==> config.mk <==
export PLATFORM = sky130hd
export DESIGN_NAME = bitmap_set_clear_find_next
export DESIGN_NICKNAME = d
export VERILOG_FILES = /design/src/sv/bscfn_pkg.sv /design/src/sv/bitmap_set_clear_find_next.sv /design/src/sv/bscfn_store.sv /design/src/sv/bscfn_ffs.sv
export SDC_FILE = /design/constraint.sdc
export NUM_CORES = 2
export LEC_CHECK = 0
export BUFFER_PORTS_ARGS = -buffer_cell sky130_fd_sc_hd__buf_2
export CAP_MARGIN = 20
export CORE_ASPECT_RATIO = 1.1
export CORE_MARGIN = 10
export CORE_UTILIZATION = 40
export DETAILED_ROUTE_END_ITERATION = 7
export PLACE_DENSITY_LB_ADDON = 0.2
export SYNTH_ARGS = -nofsm -noshare
export SYNTH_HDL_FRONTEND = slang
export SYNTH_SLANG_ARGS = --single-unit
==> constraint.sdc <==
create_clock -name clk -period 6.4 [get_ports clk]
set_input_delay 0.96 -clock clk [delete_from_list [all_inputs] [get_ports clk]]
set_output_delay 0.96 -clock clk [all_outputs]
set_load 0.005 [all_outputs]
==> src/sv/bscfn_pkg.sv <==
// Shared constants and types for the bitmap set/clear/find-next block.
// No dependencies; every other file in this folder imports this package.
package bscfn_pkg;

	localparam int NUM_WORDS_DEF = 32;
	localparam int WORD_W        = 32;
	localparam int BIT_W         = 5;
	localparam int IDX_W         = 10;
	localparam int SIZE_W        = 11;
	localparam int CMD_W         = 3;
	localparam int MAX_WORDS     = 32;
	localparam logic [SIZE_W-1:0] SIZE_RESET = 11'd1024;

	typedef enum logic [CMD_W-1:0] {
		CMD_TEST      = 3'd0,
		CMD_SET       = 3'd1,
		CMD_CLEAR     = 3'd2,
		CMD_TOGGLE    = 3'd3,
		CMD_FIND_SET  = 3'd4,
		CMD_FIND_CLR  = 3'd5,
		CMD_FILL      = 3'd6
	} cmd_t;

	typedef struct packed {
		logic en;
		logic val;
	} fill_req_t;

endpackage

==> src/sv/bitmap_set_clear_find_next.sv <==
// Top level of the bitmap block: command sequencer, size register and result registers.
// Depends on bscfn_pkg, bscfn_store and bscfn_ffs.
//
//   Channel   Handshake            Payload
//   command   start / busy         cmd, bit_index, fill_value
//   result    done (strobe)        bit_value, found, found_index, error
//   config    cfg_wr_en            cfg_wr_data (size in use)
//
// A command is taken when start is high and busy is low; busy stays high until the
// result beat. Fill and rejected commands go from decode straight to the result beat;
// test/set/clear/toggle add a registered word read (a write back for all but test).
// A search scans one word per cycle through the find-first-set unit, from the start
// word to the last word in use. Reset clears the map to zero at once through per-word
// valid bits; no sweep is needed. The result beat lasts one cycle and cannot be held off.
module bitmap_set_clear_find_next #(
	parameter int NUM_WORDS = bscfn_pkg::NUM_WORDS_DEF
) (
	input  logic                          clk,
	input  logic                          arst_n,
	input  logic                          start,
	output logic                          busy,
	input  logic [bscfn_pkg::CMD_W-1:0]   cmd,
	input  logic [bscfn_pkg::IDX_W-1:0]   bit_index,
	input  logic                          fill_value,
	output logic                          done,
	output logic                          bit_value,
	output logic                          found,
	output logic [bscfn_pkg::IDX_W-1:0]   found_index,
	output logic                          error,
	input  logic                          cfg_wr_en,
	input  logic [bscfn_pkg::SIZE_W-1:0]  cfg_wr_data
);
	import bscfn_pkg::*;

	// Bits past index 1023 can never be addressed, so at most 32 words are kept.
	localparam int STORE_WORDS = (NUM_WORDS < MAX_WORDS) ? NUM_WORDS : MAX_WORDS;
	localparam int WAW         = (STORE_WORDS > 1) ? $clog2(STORE_WORDS) : 1;
	localparam logic [SIZE_W-1:0] STORE_BITS = SIZE_W'(STORE_WORDS * WORD_W);

	typedef enum logic [4:0] {
		ST_IDLE   = 5'b00001,
		ST_DECODE = 5'b00010,
		ST_RMW    = 5'b00100,
		ST_SCAN   = 5'b01000,
		ST_RESULT = 5'b10000
	} state_t;

	state_t             state_q, state_d;
	cmd_t               cmd_q;
	logic [IDX_W-1:0]   idx_q;
	logic               fv_q;
	logic [SIZE_W-1:0]  size_q;
	logic [WAW:0]       ptr_q, ptr_d;
	logic [WAW-1:0]     word_s1;
	logic               bit_value_q, found_q, error_q;
	logic [IDX_W-1:0]   found_index_q;

	logic [SIZE_W-1:0]  lim, lim_m1;
	logic [WAW-1:0]     start_word, last_word;
	logic [BIT_W-1:0]   start_bit;
	logic               idx_bad;

	logic               rd_en, wr_en;
	logic [WAW-1:0]     rd_addr;
	logic [WORD_W-1:0]  rd_data, wr_data;
	fill_req_t          fill;

	logic [WORD_W-1:0]  scan_vec, bit_mask;
	logic               ffs_hit;
	logic [BIT_W-1:0]   ffs_pos;

	logic               res_load, res_bv, res_found, res_err;
	logic [IDX_W-1:0]   res_idx;

	assign lim        = (size_q > STORE_BITS) ? STORE_BITS : size_q;
	assign lim_m1     = lim - SIZE_W'(1);
	assign last_word  = lim_m1[WAW+BIT_W-1:BIT_W];
	assign start_word = idx_q[WAW+BIT_W-1:BIT_W];
	assign start_bit  = idx_q[BIT_W-1:0];
	assign idx_bad    = SIZE_W'(idx_q) >= lim;
	assign bit_mask   = WORD_W'(1) << start_bit;

	// Search word: matching bits turned to ones, then bits before the start and
	// at or beyond the size in use masked off.
	always_comb begin
		scan_vec = (cmd_q == CMD_FIND_SET) ? rd_data : ~rd_data;
		if (word_s1 == start_word) begin
			scan_vec = scan_vec & ({WORD_W{1'b1}} << start_bit);
		end
		if (6'(word_s1) >= lim[SIZE_W-1:BIT_W]) begin
			scan_vec = scan_vec & ~({WORD_W{1'b1}} << lim[BIT_W-1:0]);
		end
	end

	bscfn_ffs u_ffs (
		.vec (scan_vec),
		.hit (ffs_hit),
		.pos (ffs_pos)
	);

	bscfn_store #(
		.STORE_WORDS (STORE_WORDS)
	) u_store (
		.clk     (clk),
		.arst_n  (arst_n),
		.rd_en   (rd_en),
		.rd_addr (rd_addr),
		.rd_data (rd_data),
		.wr_en   (wr_en),
		.wr_addr (start_word),
		.wr_data (wr_data),
		.fill    (fill)
	);

	always_comb begin
		state_d   = state_q;
		ptr_d     = ptr_q;
		rd_en     = 1'b0;
		rd_addr   = start_word;
		wr_en     = 1'b0;
		wr_data   = rd_data;
		fill.en   = 1'b0;
		fill.val  = fv_q;
		res_load  = 1'b0;
		res_bv    = 1'b0;
		res_found = 1'b0;
		res_err   = 1'b0;
		res_idx   = '0;
		case (state_q)
			ST_IDLE: begin
				if (start) begin
					state_d = ST_DECODE;
				end
			end
			ST_DECODE: begin
				case (cmd_q)
					CMD_FILL: begin
						fill.en  = 1'b1;
						res_load = 1'b1;
						state_d  = ST_RESULT;
					end
					CMD_TEST, CMD_SET, CMD_CLEAR, CMD_TOGGLE: begin
						if (idx_bad) begin
							res_err  = 1'b1;
							res_load = 1'b1;
							state_d  = ST_RESULT;
						end else begin
							rd_en   = 1'b1;
							state_d = ST_RMW;
						end
					end
					CMD_FIND_SET, CMD_FIND_CLR: begin
						if (idx_bad) begin
							res_err  = 1'b1;
							res_load = 1'b1;
							state_d  = ST_RESULT;
						end else begin
							rd_en   = 1'b1;
							ptr_d   = (WAW+1)'(start_word) + (WAW+1)'(1);
							state_d = ST_SCAN;
						end
					end
					default: begin
						res_load = 1'b1;
						state_d  = ST_RESULT;
					end
				endcase
			end
			ST_RMW: begin
				res_bv   = |(rd_data & bit_mask);
				res_load = 1'b1;
				state_d  = ST_RESULT;
				case (cmd_q)
					CMD_SET: begin
						wr_en   = 1'b1;
						wr_data = rd_data | bit_mask;
					end
					CMD_CLEAR: begin
						wr_en   = 1'b1;
						wr_data = rd_data & ~bit_mask;
					end
					CMD_TOGGLE: begin
						wr_en   = 1'b1;
						wr_data = rd_data ^ bit_mask;
					end
					default: begin
						wr_en = 1'b0;
					end
				endcase
			end
			ST_SCAN: begin
				// Reads run one word ahead of the word being searched.
				rd_addr = ptr_q[WAW-1:0];
				if (ptr_q <= (WAW+1)'(last_word)) begin
					rd_en = 1'b1;
					ptr_d = ptr_q + (WAW+1)'(1);
				end
				if (ffs_hit) begin
					res_found = 1'b1;
					res_idx   = IDX_W'({word_s1, ffs_pos});
					res_load  = 1'b1;
					state_d   = ST_RESULT;
				end else if (word_s1 == last_word) begin
					res_load = 1'b1;
					state_d  = ST_RESULT;
				end
			end
			ST_RESULT: begin
				state_d = ST_IDLE;
			end
			default: begin
				state_d = ST_IDLE;
			end
		endcase
	end

	always_ff @(posedge clk or negedge arst_n) begin
		if (!arst_n) begin
			state_q <= ST_IDLE;
			size_q  <= SIZE_RESET;
		end else begin
			state_q <= state_d;
			if (cfg_wr_en) begin
				size_q <= cfg_wr_data;
			end
		end
	end

	always_ff @(posedge clk) begin
		if (state_q == ST_IDLE && start) begin
			cmd_q <= cmd_t'(cmd);
			idx_q <= bit_index;
			fv_q  <= fill_value;
		end
		ptr_q <= ptr_d;
		if (rd_en) begin
			word_s1 <= rd_addr;
		end
		if (res_load) begin
			bit_value_q   <= res_bv;
			found_q       <= res_found;
			found_index_q <= res_idx;
			error_q       <= res_err;
		end
	end

	assign busy        = state_q != ST_IDLE;
	assign done        = state_q == ST_RESULT;
	assign bit_value   = bit_value_q;
	assign found       = found_q;
	assign found_index = found_index_q;
	assign error       = error_q;

endmodule

==> src/sv/bscfn_store.sv <==
// Word store for the bitmap: one write port, one registered read port.
// Per-word valid bits stand in for a clearing pass; unwritten words read as the fill value.
// Depends on bscfn_pkg.
module bscfn_store #(
	parameter int STORE_WORDS = bscfn_pkg::MAX_WORDS
) (
	input  logic                                                  clk,
	input  logic                                                  arst_n,
	input  logic                                                  rd_en,
	input  logic [(STORE_WORDS > 1 ? $clog2(STORE_WORDS) : 1)-1:0] rd_addr,
	output logic [bscfn_pkg::WORD_W-1:0]                          rd_data,
	input  logic                                                  wr_en,
	input  logic [(STORE_WORDS > 1 ? $clog2(STORE_WORDS) : 1)-1:0] wr_addr,
	input  logic [bscfn_pkg::WORD_W-1:0]                          wr_data,
	input  bscfn_pkg::fill_req_t                                  fill
);
	import bscfn_pkg::*;

	logic [WORD_W-1:0]      mem_q [STORE_WORDS];
	logic [STORE_WORDS-1:0] vld_q;
	logic                   fill_q;
	logic [WORD_W-1:0]      rd_word_s1;
	logic                   rd_vld_s1;

	always_ff @(posedge clk) begin
		if (wr_en) begin
			mem_q[wr_addr] <= wr_data;
		end
		if (rd_en) begin
			rd_word_s1 <= mem_q[rd_addr];
			rd_vld_s1  <= vld_q[rd_addr];
		end
	end

	// A fill marks every word stale; stale words read back as the fill value.
	always_ff @(posedge clk or negedge arst_n) begin
		if (!arst_n) begin
			vld_q  <= '0;
			fill_q <= 1'b0;
		end else if (fill.en) begin
			vld_q  <= '0;
			fill_q <= fill.val;
		end else if (wr_en) begin
			vld_q[wr_addr] <= 1'b1;
		end
	end

	assign rd_data = rd_vld_s1 ? rd_word_s1 : {WORD_W{fill_q}};

endmodule

==> src/sv/bscfn_ffs.sv <==
// Find-first-set unit: lowest set bit of one masked 32-bit word.
// Shared by both searches, one word per cycle. Depends on bscfn_pkg.
module bscfn_ffs (
	input  logic [bscfn_pkg::WORD_W-1:0] vec,
	output logic                         hit,
	output logic [bscfn_pkg::BIT_W-1:0]  pos
);
	import bscfn_pkg::*;

	always_comb begin
		hit = 1'b0;
		pos = '0;
		for (int i = WORD_W - 1; i >= 0; i--) begin
			if (vec[i]) begin
				hit = 1'b1;
				pos = BIT_W'(i);
			end
		end
	end

endmodule

==> flow_summary.ini <==
[clock_network]
postCtsHoldBufs = 0
h-tree-depth = 3
cts_made_buffers = 115
insertion_delay_ns = 0.75
post_cts_buffers = 0
cts.root.buffer_cell = clkbuf_16
clk_pin_slew_ns = 0.06
tritoncts = yes
clk_path_buf_depth = 3
numClockSinks = 1144
cts_resized = 0

[synth]
synthAdderAreaFrac = 0.0289
synth_mux_area_frac = 0.00961
synth_xor_area_frac = 0.00877
yosys.area.top_type = edfxtp_1
syn_area_per_cell_sq_um = 11.9
synth_seq_cells = 1144
synth_top_area_frac = 0.649
synth_top_cells_by_count = 1181 x nand2_1, 1095 x edfxtp_1, 551 x nand3_1, 188 x clkbuf_1, 168 x a311oi_1
seq_area_frac_synth = 0.674
synth_compound_area_frac = 0.0741
synth_top_family_by_area = simple AND/OR/NAND/NOR gates
syn_nets = 4408
synthSimpleGateAreaFrac = 0.174
synth-async-reset-ratio = 0.0428
syn_area_sq_mm = 0.0506
synth_edf_count = 1095
synthTopCellsByArea = edfxtp_1 65%, nand2_1 8.8%, nand3_1 5.4%
synth_most_common_cell = nand2_1
yosys_warnings = 0
synth_cell_type_count = 80
synth_ff_type = edfxtp_1
netlist_instances = 4262

[global_route]
grt_pass1_vias = 32754
globalRouteTotalUtil = 0.208
grt_max_degree = 148
overflow = 0
antenna_found_initial = 2
grt_pass1_wl_mm = 223

[power]
p_leak_nw = 20.7
ir_drop_uv = 254
p_total_mw = 19.9
switching_share = 0.308
p_switching_mw = 6.15
combPwrFrac = 0.222
intPower_mw = 13.8
pwr-share-seq = 0.443
p_per_area_mw_per_mm2 = 349
p_clk_frac = 0.335

[drt]
drt-initial-drc-count = 3288
wl_per_cell_um = 25.2
drc = 0
dr.pass1.iters = 5
viasPerCell = 5.69
routed_wl_mm = 151
ant_nets = 0
via_count = 34154

[worst_setup_path]
worstPathRequired_ns = 6.76
setup.worst_path.start_class = register
critPathCaptureType = register
cp.arrival_ns = 5.26
cp_max_fo = 38
worstSetupPathType = register to register
rr_worst_depth = 17

[worst_hold_path]
hp-class = input port to asynchronous set/reset pin

[job]
cap_violations = 0

[timing]
final_max_slew_viol_count = 0
setup_tns_ns = 0
hold_viol = 0
fin_crit_ns = 4.89
clock.fmax_mhz = 204
tightest_slew_ns = 1.10
finClkSkew_ns = 0.0326
setup_viol = 0
rsz0062_at_grt = false
slew_headroom = 0.264
fin_crit_sh = 0.764

[place]
dpl.hpwl_mm = 79.7
port-buffer-count = 43
place_congestion = 0.895

[die]
num_io_pins = 44
die_x_um = 359
die_area_sq_mm = 0.141
core_sq_mm = 0.125
initial_utilization = 0.404
rows = 136
die_y_um = 393

[final_layout]
diodes = 0
post-route-util = 0.455
fin_nets = 4397
drive_above_1_share = 0.102
syn_to_final_growth_pct = 12.7

[status]
outcome = completed
cell families (layout without fill, tap and decap cells):
group / after synthesis / count (layout)
AOI/OAI and AO/OA: 505 / 505
xor gates and xnor gates: 49 / 49
adders and majority gates: 117 / 117
buffers and inverters: 388 / 472
DFF: 1144 / 1144
muxes: 47 / 47
and+or+nand+nor: 2012 / 2012
state kept, by name (all words and copies together), names as in the netlist:
signal,count
u_store.mem_q,1024
u_store.rd_word_s1,32
u_store.vld_q,32
size_q,11
found_index,10
idx_q,10
ptr_q,6
state_q,5
word_s1,5
cmd_q,3
bit_value,1
error,1
found,1
fv_q,1
u_store.fill_q,1
u_store.rd_vld_s1,1
layer usage:
metal  vias to the layer above  wire (um)  global-route usage
li1                      15513          -                   -
met1                     17258      65700               0.284
met2                      1181      72400               0.346
met3                       198       9550              0.0289
met4                         4       3510              0.0575
met5                         -         25                   0
layout by cell type, fill, tap and decap left out, drive strengths merged, types with 10 or more instances in the layout:
cell type,n
nand2,1181
edfxtp,1095
nand3,552
a311oi,168
buf,165
clkbuf,145
ha,117
inv,96
nor2,92
o21ai,84
and3,77
clkinv,53
dfrtp,47
a31oi,44
a21oi,41
a21o,40
o21a,38
mux2i,34
a22o,32
xnor2,30
nor3,24
xor2,19
nor2b,16
nor4,13
mux2,13
bufinv,10
critical path, cell delays in order (launching register included):
cell and delay, ns:
dfrtp_1 0.56, or4_4 0.62, or3_4 0.38, nor3_4 0.17, nand2b_1 0.13, o21ai_0 0.23, nand2_1 0.09, ha_1 0.30
nor2b_1 0.13, o21a_1 0.16, o21a_1 0.16, o21a_1 0.17, o21ai_0 0.14, a21o_1 0.13, a21oi_1 0.09, nand2b_1 0.29
o21ai_4 0.17, buf_4 0.54
power groups by stage:
stage	registers [mW]	clock network, mW	logic, mW
global route	8.84	7.08	4.84
CTS	8.84	6.79	4.38
floorplan	8.96	0	2.86
global placement	9.00	0	4.30
finish	8.84	6.68	4.42
detailed placement	9.00	0	4.37
path summary, 6_finish.rpt:
kind	slack (ns)	startpoint	end
max reg2reg	1.51	size_q[1]	u_store.rd_word_s1[26]
min	0.37	arst_n	state_q[1]
max in group asynchronous	5.52	arst_n	u_store.vld_q[5]
max	1.51	size_q[1]	u_store.rd_word_s1[26]
min in group clk	0.40	bit_index[1]	idx_q[1]
min reg2reg	0.49	u_store.vld_q[0]	u_store.vld_q[0]
per-stage QoR:
step	cells	cell area (sq um)	setup slack [ns]	hold WS (ns)
floorplan	4262	50600	1.02	0.455
global placement	5776	53100	1.46	0.472
global route	6002	57100	1.33	0.364
detailed placement	5784	53200	1.54	0.480
finish	6002	57100	1.51	0.369
CTS	5996	57000	1.52	0.342
area by class of cell:
class | instances | area [sq um]
sequential | 1144 | 34100
clock buffer | 145 | 3040
fill | 11311 | 68400
inverter | 95 | 373
clock inverter | 67 | 667
timing repair buffer | 165 | 1410
tap | 1656 | 2070
multi-input combinational | 2730 | 15400
Power figures use the tool's default switching activity.
